File: config.mk
export PLATFORM = sky130hd
export DESIGN_NAME = i2c_master_register_transfer_fsm
export DESIGN_NICKNAME = d
export VERILOG_FILES = /design/src/hdl/i2cm_pkg.sv /design/src/hdl/i2cm_store.sv /design/src/hdl/i2cm_seq.sv /design/src/hdl/i2c_master_register_transfer_fsm.sv
export SDC_FILE = /design/constraint.sdc
export NUM_CORES = 1
export LEC_CHECK = 0
export BUFFER_PORTS_ARGS = -buffer_cell sky130_fd_sc_hd__clkbuf_2
export CORE_MARGIN = 4
export CORE_UTILIZATION = 54
export CTS_CLUSTER_DIAMETER = 60
export DETAILED_ROUTE_END_ITERATION = 16
export PLACE_DENSITY = 0.75
export SLEW_MARGIN = 20
export SYNTH_ARGS = -nofsm -noshare
export SYNTH_HDL_FRONTEND = slang
export SYNTH_HIERARCHICAL = 1
export SYNTH_SLANG_ARGS = --single-unit
export TNS_END_PERCENT = 1
File: constraint.sdc
create_clock -name i_clk -period 5 [get_ports i_clk]
set_input_delay 0.75 -clock i_clk [delete_from_list [all_inputs] [get_ports i_clk]]
set_output_delay 0.75 -clock i_clk [all_outputs]
set_load 0.005 [all_outputs]
File: src/hdl/i2cm_pkg.sv
// shared types and constants for the i2c master register transfer sequencer
`default_nettype none

package i2cm_pkg;

    // default depth of the data byte store
    localparam int BUF_DEPTH_DEF = 32;

    // direction bit of the device address byte
    localparam logic [7:0] DIR_READ = 8'h01;

    // widths of the packed stream payloads
    localparam int IN_DATA_W  = 56;
    localparam int IN_USER_W  = 2;
    localparam int OUT_DATA_W = 40;

    // item kinds carried on the input tuser
    typedef enum logic [1:0] {
        ACT_LOAD  = 2'd0,
        ACT_BEGIN = 2'd1,
        ACT_EVENT = 2'd2,
        ACT_ERROR = 2'd3
    } t_action;

    // input item fields, last member in the lowest bits
    typedef struct packed {
        logic        flag_rx_full;
        logic        flag_byte_done;
        logic        flag_tx_empty;
        logic        flag_addr_sent;
        logic        flag_start_sent;
        logic [5:0]  length;
        logic [1:0]  reg_bytes;
        logic [15:0] reg_ptr;
        logic [7:0]  slave_addr;
        logic [7:0]  data_byte;
        logic [4:0]  index;
    } t_item;

    // result item fields, last member in the lowest bits
    typedef struct packed {
        logic        busy_res;
        logic [7:0]  rx_byte;
        logic [4:0]  rx_index;
        logic        rx_valid;
        logic        clear_addr_flag;
        logic        ack_off;
        logic        gen_stop;
        logic        gen_start;
        logic [7:0]  tx_byte;
        logic        tx_valid;
        logic [7:0]  address_byte;
        logic        send_address;
    } t_result;

endpackage

`default_nettype wire

File: src/hdl/i2cm_store.sv
// data byte store: one write port, one registered read port with write forwarding
`default_nettype none

module i2cm_store #(
    parameter int BUF_DEPTH = i2cm_pkg::BUF_DEPTH_DEF
) (
    input  wire logic                                       i_clk,
    input  wire logic                                       i_we,
    input  wire logic [(BUF_DEPTH > 1 ? $clog2(BUF_DEPTH) : 1)-1:0] i_waddr,
    input  wire logic [7:0]                                 i_wdata,
    input  wire logic [(BUF_DEPTH > 1 ? $clog2(BUF_DEPTH) : 1)-1:0] i_raddr,
    output logic      [7:0]                                 o_rdata
);

    logic [7:0] r_mem [BUF_DEPTH];
    logic [7:0] r_rdata;

    // write port and registered read, a same-cycle write to the read address wins
    always_ff @(posedge i_clk) begin
        if (i_we) begin
            r_mem[i_waddr] <= i_wdata;
        end
        if (i_we && (i_waddr == i_raddr)) begin
            r_rdata <= i_wdata;
        end else begin
            r_rdata <= r_mem[i_raddr];
        end
    end

    assign o_rdata = r_rdata;

endmodule

`default_nettype wire

File: src/hdl/i2cm_seq.sv
// transfer sequencer: phase state, frame counters and the per-item result logic
`default_nettype none

module i2cm_seq #(
    parameter int BUF_DEPTH = i2cm_pkg::BUF_DEPTH_DEF
) (
    input  wire logic                                       i_clk,
    input  wire logic                                       i_rst_n,
    input  wire logic                                       i_step,
    input  wire i2cm_pkg::t_action                          i_act,
    input  wire i2cm_pkg::t_item                            i_item,
    input  wire logic [7:0]                                 i_rd_data,
    output i2cm_pkg::t_result                               o_res,
    output logic                                            o_we,
    output logic [(BUF_DEPTH > 1 ? $clog2(BUF_DEPTH) : 1)-1:0] o_waddr,
    output logic [7:0]                                      o_wdata,
    output logic [(BUF_DEPTH > 1 ? $clog2(BUF_DEPTH) : 1)-1:0] o_raddr
);

    localparam int AW = (BUF_DEPTH > 1) ? $clog2(BUF_DEPTH) : 1;

    typedef enum logic [4:0] {
        PH_IDLE      = 5'd0,
        PH_W_START   = 5'd1,
        PH_W_ADDR    = 5'd2,
        PH_W_REG     = 5'd3,
        PH_W_REGWAIT = 5'd4,
        PH_W_DATA    = 5'd5,
        PH_W_STOP    = 5'd6,
        PH_R_START   = 5'd7,
        PH_R_ADDR    = 5'd8,
        PH_R_REG     = 5'd9,
        PH_R_REGWAIT = 5'd10,
        PH_R_RSTART  = 5'd11,
        PH_R_RADDR   = 5'd12,
        PH_R_DATA    = 5'd13
    } t_phase;

    t_phase      r_phase,     n_phase;
    logic [5:0]  r_byte_pos,  n_byte_pos;
    logic [5:0]  r_frame_len, n_frame_len;
    logic [1:0]  r_reg_left,  n_reg_left;
    logic [15:0] r_reg_word,  n_reg_word;
    logic [7:0]  r_target,    n_target;
    logic        r_busy,      n_busy;
    logic        reg_done;
    logic [5:0]  pos_inc;

    assign pos_inc = r_byte_pos + 6'd1;

    // next state and result for the item being consumed
    always_comb begin
        n_phase     = r_phase;
        n_byte_pos  = r_byte_pos;
        n_frame_len = r_frame_len;
        n_reg_left  = r_reg_left;
        n_reg_word  = r_reg_word;
        n_target    = r_target;
        n_busy      = r_busy;
        o_res       = '0;
        o_we        = 1'b0;
        o_waddr     = AW'(i_item.index);
        o_wdata     = i_item.data_byte;
        reg_done    = 1'b0;

        // register address byte, high byte first
        if ((r_phase == PH_W_REG || r_phase == PH_R_REG) && i_item.flag_tx_empty) begin
            if (r_reg_left > 2'd1) begin
                n_reg_left = r_reg_left - 2'd1;
            end else begin
                n_reg_left = 2'd0;
                reg_done   = 1'b1;
            end
        end

        if (i_step) begin
            case (i_act)
                i2cm_pkg::ACT_LOAD: begin
                    if (32'(i_item.index) < BUF_DEPTH) begin
                        o_we = 1'b1;
                    end
                    n_reg_left = r_reg_left;
                end
                i2cm_pkg::ACT_BEGIN: begin
                    n_reg_left = r_reg_left;
                    if (!r_busy && (i_item.length != 6'd0)) begin
                        if (32'(i_item.length) > BUF_DEPTH) begin
                            n_frame_len = 6'(BUF_DEPTH);
                        end else begin
                            n_frame_len = i_item.length;
                        end
                        case (i_item.reg_bytes)
                            2'd0:    n_reg_left = 2'd1;
                            2'd3:    n_reg_left = 2'd2;
                            default: n_reg_left = i_item.reg_bytes;
                        endcase
                        n_target        = i_item.slave_addr;
                        n_reg_word      = i_item.reg_ptr;
                        n_byte_pos      = 6'd0;
                        n_busy          = 1'b1;
                        o_res.gen_start = 1'b1;
                        n_phase = (i_item.slave_addr[0]) ? PH_R_START : PH_W_START;
                    end
                end
                i2cm_pkg::ACT_ERROR: begin
                    n_reg_left     = r_reg_left;
                    o_res.gen_stop = 1'b1;
                    n_phase        = PH_IDLE;
                    n_busy         = 1'b0;
                    n_byte_pos     = 6'd0;
                    n_frame_len    = 6'd0;
                end
                default: begin
                    // bus event, advance only on the awaited flag, but the stop phase takes any event
                    case (r_phase)
                        PH_W_START, PH_R_START: begin
                            if (i_item.flag_start_sent) begin
                                o_res.send_address = 1'b1;
                                o_res.address_byte = r_target & ~i2cm_pkg::DIR_READ;
                                n_phase = (r_phase == PH_W_START) ? PH_W_ADDR : PH_R_ADDR;
                            end
                        end
                        PH_W_ADDR, PH_R_ADDR: begin
                            if (i_item.flag_addr_sent) begin
                                o_res.clear_addr_flag = 1'b1;
                                n_phase = (r_phase == PH_W_ADDR) ? PH_W_REG : PH_R_REG;
                            end
                        end
                        PH_W_REG, PH_R_REG: begin
                            if (i_item.flag_tx_empty) begin
                                o_res.tx_valid = 1'b1;
                                o_res.tx_byte  = (r_reg_left > 2'd1) ? r_reg_word[15:8]
                                                                     : r_reg_word[7:0];
                                if (reg_done) begin
                                    if (r_phase == PH_R_REG) begin
                                        o_res.gen_start = 1'b1;
                                        n_phase         = PH_R_REGWAIT;
                                    end else begin
                                        n_phase = PH_W_REGWAIT;
                                    end
                                end
                            end
                        end
                        PH_W_REGWAIT: begin
                            if (i_item.flag_byte_done) begin
                                n_phase = PH_W_DATA;
                            end
                        end
                        PH_R_REGWAIT: begin
                            if (i_item.flag_byte_done) begin
                                n_phase = PH_R_RSTART;
                            end
                        end
                        PH_W_DATA: begin
                            if (i_item.flag_tx_empty) begin
                                o_res.tx_valid = 1'b1;
                                o_res.tx_byte  = (32'(r_byte_pos) < BUF_DEPTH) ? i_rd_data
                                                                              : 8'd0;
                                n_byte_pos = pos_inc;
                                if (pos_inc >= r_frame_len) begin
                                    n_phase = PH_W_STOP;
                                end
                            end
                        end
                        PH_W_STOP: begin
                            o_res.gen_stop = 1'b1;
                            n_phase        = PH_IDLE;
                            n_busy         = 1'b0;
                            n_byte_pos     = 6'd0;
                            n_frame_len    = 6'd0;
                        end
                        PH_R_RSTART: begin
                            if (i_item.flag_start_sent) begin
                                o_res.send_address = 1'b1;
                                o_res.address_byte = r_target | i2cm_pkg::DIR_READ;
                                n_phase = PH_R_RADDR;
                            end
                        end
                        PH_R_RADDR: begin
                            if (i_item.flag_addr_sent) begin
                                o_res.clear_addr_flag = 1'b1;
                                n_phase = PH_R_DATA;
                            end
                        end
                        PH_R_DATA: begin
                            if (i_item.flag_rx_full) begin
                                o_res.ack_off  = (pos_inc == r_frame_len);
                                o_we           = (32'(r_byte_pos) < BUF_DEPTH);
                                o_waddr        = AW'(r_byte_pos);
                                o_res.rx_valid = 1'b1;
                                o_res.rx_index = r_byte_pos[4:0];
                                o_res.rx_byte  = i_item.data_byte;
                                n_byte_pos     = pos_inc;
                                if (pos_inc >= r_frame_len) begin
                                    o_res.gen_stop = 1'b1;
                                    n_phase        = PH_IDLE;
                                    n_busy         = 1'b0;
                                    n_byte_pos     = 6'd0;
                                    n_frame_len    = 6'd0;
                                end
                            end
                        end
                        PH_IDLE: begin
                        end
                        default: begin
                            n_phase     = PH_IDLE;
                            n_busy      = 1'b0;
                            n_byte_pos  = 6'd0;
                            n_frame_len = 6'd0;
                        end
                    endcase
                end
            endcase
        end else begin
            n_reg_left = r_reg_left;
        end
        o_res.busy_res = n_busy;
    end

    // store read address follows the position the next item will see
    assign o_raddr = AW'(n_byte_pos);

    // state registers
    always_ff @(posedge i_clk) begin
        if (!i_rst_n) begin
            r_phase     <= PH_IDLE;
            r_byte_pos  <= 6'd0;
            r_frame_len <= 6'd0;
            r_reg_left  <= 2'd0;
            r_reg_word  <= 16'd0;
            r_target    <= 8'd0;
            r_busy      <= 1'b0;
        end else begin
            r_phase     <= n_phase;
            r_byte_pos  <= n_byte_pos;
            r_frame_len <= n_frame_len;
            r_reg_left  <= n_reg_left;
            r_reg_word  <= n_reg_word;
            r_target    <= n_target;
            r_busy      <= n_busy;
        end
    end

endmodule

`default_nettype wire

File: src/hdl/i2c_master_register_transfer_fsm.sv
// Usage:
// The input stream carries one item per handshake: tuser holds the item kind (load a
// store byte, begin a frame, bus event with controller flags, bus error) and tdata the
// item fields. Every accepted item produces exactly one result item on the output
// stream, holding the controller commands (address phase, transmit byte, start, stop,
// acknowledge off, address flag clear), any received byte and the busy status.
// Items pass an input register, the sequencing logic and an output register: a result
// is registered into the output register when its item leaves the input register;
// one item per cycle is sustained while the receiver does not stall the output.
// The data store is a memory with a registered read port; its read address tracks the
// next transmit position every cycle, so a load followed at once by a transfer is safe.
// Store contents are not cleared at reset; the user must load bytes before a write
// frame; the block does not enforce it. Reset (synchronous, active low) returns the
// sequencer to idle and clears the counters and both stream valid flags.
// When the output is stalled the finished result holds and one more item is still
// taken into the input register; further input is held off until the result leaves.
`default_nettype none

module i2c_master_register_transfer_fsm #(
    parameter int BUF_DEPTH = i2cm_pkg::BUF_DEPTH_DEF
) (
    input  wire logic                                i_clk,
    input  wire logic                                i_rst_n,
    input  wire logic                                i_s_axis_tvalid,
    output logic                                     o_s_axis_tready,
    // index, data_byte, slave_addr, reg_ptr, reg_bytes, length, flag_start_sent,
    // flag_addr_sent, flag_tx_empty, flag_byte_done, flag_rx_full, zero fill
    input  wire logic [i2cm_pkg::IN_DATA_W-1:0]      i_s_axis_tdata,
    // action
    input  wire logic [i2cm_pkg::IN_USER_W-1:0]      i_s_axis_tuser,
    output logic                                     o_m_axis_tvalid,
    input  wire logic                                i_m_axis_tready,
    // send_address, address_byte, tx_valid, tx_byte, gen_start, gen_stop, ack_off,
    // clear_addr_flag, rx_valid, rx_index, rx_byte, busy_res, zero fill
    output logic      [i2cm_pkg::OUT_DATA_W-1:0]     o_m_axis_tdata
);

    localparam int AW = (BUF_DEPTH > 1) ? $clog2(BUF_DEPTH) : 1;

    logic              r_in_vld;
    i2cm_pkg::t_action r_act;
    i2cm_pkg::t_item   r_item;
    logic              r_out_vld;
    i2cm_pkg::t_result r_res;
    i2cm_pkg::t_result res;
    logic              step;
    logic              in_take;
    logic              we;
    logic [AW-1:0]     waddr;
    logic [AW-1:0]     raddr;
    logic [7:0]        wdata;
    logic [7:0]        rd_data;

    // an item moves on when the result register is free or being emptied
    assign step            = r_in_vld && (!r_out_vld || i_m_axis_tready);
    assign o_s_axis_tready = !r_in_vld || step;
    assign in_take         = i_s_axis_tvalid && o_s_axis_tready;

    // input register
    always_ff @(posedge i_clk) begin
        if (!i_rst_n) begin
            r_in_vld <= 1'b0;
        end else if (in_take) begin
            r_in_vld <= 1'b1;
        end else if (step) begin
            r_in_vld <= 1'b0;
        end
        if (in_take) begin
            r_act  <= i2cm_pkg::t_action'(i_s_axis_tuser);
            r_item <= i2cm_pkg::t_item'(i_s_axis_tdata[$bits(i2cm_pkg::t_item)-1:0]);
        end
    end

    i2cm_seq #(
        .BUF_DEPTH (BUF_DEPTH)
    ) u_seq (
        .i_clk     (i_clk),
        .i_rst_n   (i_rst_n),
        .i_step    (step),
        .i_act     (r_act),
        .i_item    (r_item),
        .i_rd_data (rd_data),
        .o_res     (res),
        .o_we      (we),
        .o_waddr   (waddr),
        .o_wdata   (wdata),
        .o_raddr   (raddr)
    );

    i2cm_store #(
        .BUF_DEPTH (BUF_DEPTH)
    ) u_store (
        .i_clk   (i_clk),
        .i_we    (we),
        .i_waddr (waddr),
        .i_wdata (wdata),
        .i_raddr (raddr),
        .o_rdata (rd_data)
    );

    // result register
    always_ff @(posedge i_clk) begin
        if (!i_rst_n) begin
            r_out_vld <= 1'b0;
        end else if (step) begin
            r_out_vld <= 1'b1;
        end else if (i_m_axis_tready) begin
            r_out_vld <= 1'b0;
        end
        if (step) begin
            r_res <= res;
        end
    end

    assign o_m_axis_tvalid = r_out_vld;
    assign o_m_axis_tdata  = {(i2cm_pkg::OUT_DATA_W - $bits(i2cm_pkg::t_result))'(0), r_res};

    // every consumed item leaves a result behind
    a_step_result : assert property (@(posedge i_clk) disable iff (!i_rst_n)
        step |=> o_m_axis_tvalid)
        else $error("consumed item left no result");

    // a bus error always ends in stop and not busy
    a_error_stop : assert property (@(posedge i_clk) disable iff (!i_rst_n)
        (step && (r_act == i2cm_pkg::ACT_ERROR)) |=> (r_res.gen_stop && !r_res.busy_res))
        else $error("bus error did not stop the transfer");

    // address phase and byte transmit never share one result
    a_cmd_excl : assert property (@(posedge i_clk) disable iff (!i_rst_n)
        o_m_axis_tvalid |-> !(r_res.send_address && r_res.tx_valid))
        else $error("address phase and transmit in one result");

endmodule

`default_nettype wire

==> flow_summary.toml <==
[sta]
fmax_mhz = 241
fin_setup_tns_ps = 0
hold_violations = 0
final-setup-viol-count = 0
relSlewSlack_pct = 34.5
min_period_ps = 4150
grt_setup_unrepaired = "false"
worstMarginPinSlew_ps = 980
fin_crit_sh_pct = 83.1
worst_slack_ps = 847
finClkSkew_ps = 16.0
drv_slew = 0

[run_status]
status = "complete, no violations"

[setup_path]
critical_path_required_ps = 5140
r2r-end = "u_store/r_mem[0][0]$_DFFE_PP_"
r2r_setup_slack_ps = 850
cp_common_cell = "nor2_2"
cp-end-kind = "flop"
reg2reg_from = "u_seq/r_phase[2]$_SDFFE_PN0P_"
crit_family = "simple AND/OR/NAND/NOR gates"
worstSetupPathType = "flop to flop"
cp-start-kind = "flop"
crit_chain = "nand2b_1, nor2_2, nand2_1, nor2_2, mux2_2, or3b_2, nor2_1"
slowest_stage = "dfxtp_1"
ff2ff_path_depth = 7
crit_buf_inv = 0
crit_cells = 7
cp_data_arrival_time_ps = 4290
crit_path_max_fanout = 19
slowest_delay_ps = 780

[logic_synthesis]
syn_area_mm2 = 0.0160
synthXorXnorAreaFrac_pct = 0.328
syn_avg_cell_area_um2 = 16.9
yosys_warnings = 6
synth_compound_area_share_pct = 4.62
synthMuxAreaShare_pct = 13.6
synthArstFlopShare_pct = 0
synth_top_area_share_pct = 64.6
ys.flop_type = "edfxtp_1"
synth_top_family_by_area = "multiplexers"
yosysSeqAreaShare_pct = 70.7
postSynthCellCount = 949
synth_area_leaders = "edfxtp_1 (65%), mux4_2 (11%), dfxtp_1 (6.1%)"
synth_cell_types = 69
synth_enable_flop_cells = 345
synthSimpleGateAreaFrac_pct = 7.21
synthAdderAreaFrac_pct = 1.09
synth-seq-cells = 394
yosysTopAreaCell = "edfxtp_1"

[floorplanning]
rows = 62
die-area_mm2 = 0.0325
start_util_pct = 55.3
core-area_mm2 = 0.0290
die_h_um = 180
ios = 104
die_w_um = 180

[cells_and_area]
utilization_pct = 62.5
drive_above_1_share_pct = 26.7
n_antenna_cell = 0
nNetsFinal = 1122
syn_to_final_growth_pct = 13.1
fill_cells = 2018

[placement]
portBuffers = 94
preCtsSetupSlack_ps = 925
place_hpwl_mm = 20.5
gp_congestion = 0.890

[drt]
drt-total-wl_mm = 32.8
vias = 8625
via_per_inst = 5.91
drc = 0
antenna_left = 0
drtPass1Iterations = 5
drt_iter0_drc = 1013
wire_per_inst_um = 22.5

[global_routing]
grt_use_total_pct = 20.0
grt_pass1_vias = 8595
grt_max_degree = 44
grt.overflow.total = 0
antenna_found_initial = 0
grt_pass1_wl_mm = 50.4

[pwr]
power_uw = 6580
powerDensity_mw_per_mm2 = 362
p_leak_uw = 0.00589
peakVddDrop_mv = 0.201

[clock_tree]
clk-insertion-delay-late_ps = 520
htreeDepth = 2
cts_tree = "yes"
cts_resized = 0
clockBufferDepth = 3
clock-sinks = 394
path_clk_slew_ps = 60
root_buffer = "clkbuf_16"
post_cts_buffers = 0
numCtsBuffers = 39
cts_hold_buf = 0

[min_path]
hold_path_class = "primary input to flop"
hold_path_end = "r_item[7]$_DFFE_PP_"
hold_depth = 1
hold_start = "i_s_axis_tdata[7]"

[flow_run]
drv_cap = 0
where the power goes:
| part | leakage, uW | internal (uW) | switching [uW] |
|---|---|---|---|
| clock network | 0.000583 | 1590 | 1140 |
| logic | 0.00174 | 70.3 | 117 |
| registers | 0.00356 | 3620 | 41.8 |
| total | 0.00589 | 5280 | 1300 |
cell families (layout without fill, tap and decap cells):
kind of cell / count (synthesis) / count (layout)
flip-flops: 394 / 394
AND/OR/NAND/NOR: 235 / 235
multiplexers: 116 / 116
AO/OA/AOI/OAI: 108 / 108
buffers and inverters: 75 / 199
adder cells (fa/ha/maj): 14 / 14
XOR/XNOR: 6 / 6
other: 1 / 3
registers in the layout, summed over array words and instances (netlist names), named ones only:
| register | cells |
|---|---|
| u_store/r_mem | 256 |
| r_item | 50 |
| o_m_axis_tdata | 37 |
| u_seq/r_reg_word | 16 |
| u_seq/r_target | 7 |
| u_seq/r_byte_pos | 6 |
| u_seq/r_frame_len | 6 |
| u_seq/r_phase | 4 |
| r_act | 2 |
| u_seq/r_reg_left | 2 |
| o_m_axis_tvalid | 1 |
| r_in_vld | 1 |
| u_seq/r_busy | 1 |
area by class of cell:
type	count	area, um^2	area share, %
well taps	384	480	2.65
clock inverters	12	96.3	0.531
flip-flops and latches	394	11300	62.5
multi-input cells	482	4350	24.0
inverters	18	67.6	0.372
clock buffers	58	1110	6.11
repair buffers	111	696	3.83
worst register-to-register path, delay by kind of cell (launching register included):
family,cells,cell delay [ps]
simple gates,6,2550
flops,1,780
mux,1,440
metrics by stage:
| stage | area [um^2] | hold slack [ps] | instances |
|---|---|---|---|
| 2_1_floorplan | 16100 | 432 | 951 |
| 3_3_place_gp | 16800 | 437 | 1381 |
| 3_5_place_dp | 16800 | 446 | 1381 |
| 4_1_cts | 18000 | 377 | 1451 |
| 5_1_grt | 18100 | 376 | 1459 |
| 6_report | 18100 | 399 | 1459 |
cells in the final DEF, fill, tap and decap left out, types with 10 or more instances in the layout:
cell,synthesis,final
a21oi_1,39,38
a22oi_1,10,10
and2_1,26,26
clkbuf_1,18,14
clkbuf_16,0,40
clkbuf_2,0,94
dfxtp_1,49,47
edfxtp_1,345,345
ha_1,14,14
inv_1,17,17
mux2_2,22,22
mux2i_1,14,14
mux4_2,80,80
nand2_1,83,83
nand3_1,15,15
nor2_1,57,57
o21ai_0,11,11
how the worst max path moves through the flow:
stage	startpoint	end	slack (ps)
5_1_grt	u_seq/r_phase[2]$_SDFFE_PN0P_	u_store/r_mem[9][6]$_DFFE_PP_	660
4_1_cts	u_seq/r_phase[2]$_SDFFE_PN0P_	u_store/r_mem[0][0]$_DFFE_PP_	890
2_1_floorplan	i_m_axis_tready	u_store/r_mem[0][0]$_DFFE_PP_	650
3_3_place_gp	u_seq/r_phase[2]$_SDFFE_PN0P_	u_store/r_mem[17][3]$_DFFE_PP_	1020
6_report	u_seq/r_phase[2]$_SDFFE_PN0P_	u_store/r_mem[0][0]$_DFFE_PP_	850
3_5_place_dp	u_seq/r_phase[2]$_SDFFE_PN0P_	u_store/r_mem[0][0]$_DFFE_PP_	920
cells in the mapped netlist, types with 2 or more instances:
cell type,n
and3_1,2
buf_1,6
nor2_1,57
inv_1,17
clkbuf_1,18
a21o_1,2
a32o_1,2
a211o_1,2
nor2b_1,7
nor2_2,2
buf_4,22
o21a_1,5
o21ai_1,2
a22o_1,2
edfxtp_1,345
or3_1,4
nand3b_1,6
a21oi_1,39
a2111oi_0,2
nand3_1,15
nand2b_1,9
xnor2_1,5
nand2_1,83
mux2i_1,14
dfxtp_1,49
nand4_1,3
a311oi_1,3
o21ai_0,11
mux2_2,22
o211ai_1,4
or3b_2,3
nor3_1,7
a211oi_1,7
and2_1,26
nor4_1,2
buf_2,10
a22oi_1,10
ha_1,14
mux4_2,80
routing by layer:
| metal | vias up | part of all wire, % | track usage, % |
|---|---|---|---|
| li1 | 3867 | - | - |
| met1 | 4346 | 40 | 27.5 |
| met2 | 357 | 50 | 32.9 |
| met3 | 55 | 7.8 | 4.32 |
| met4 | 0 | 2.1 | 5.32 |
| met5 | - | 0 | 0 |
No activity file was read; power rests on OpenSTA's default activity.
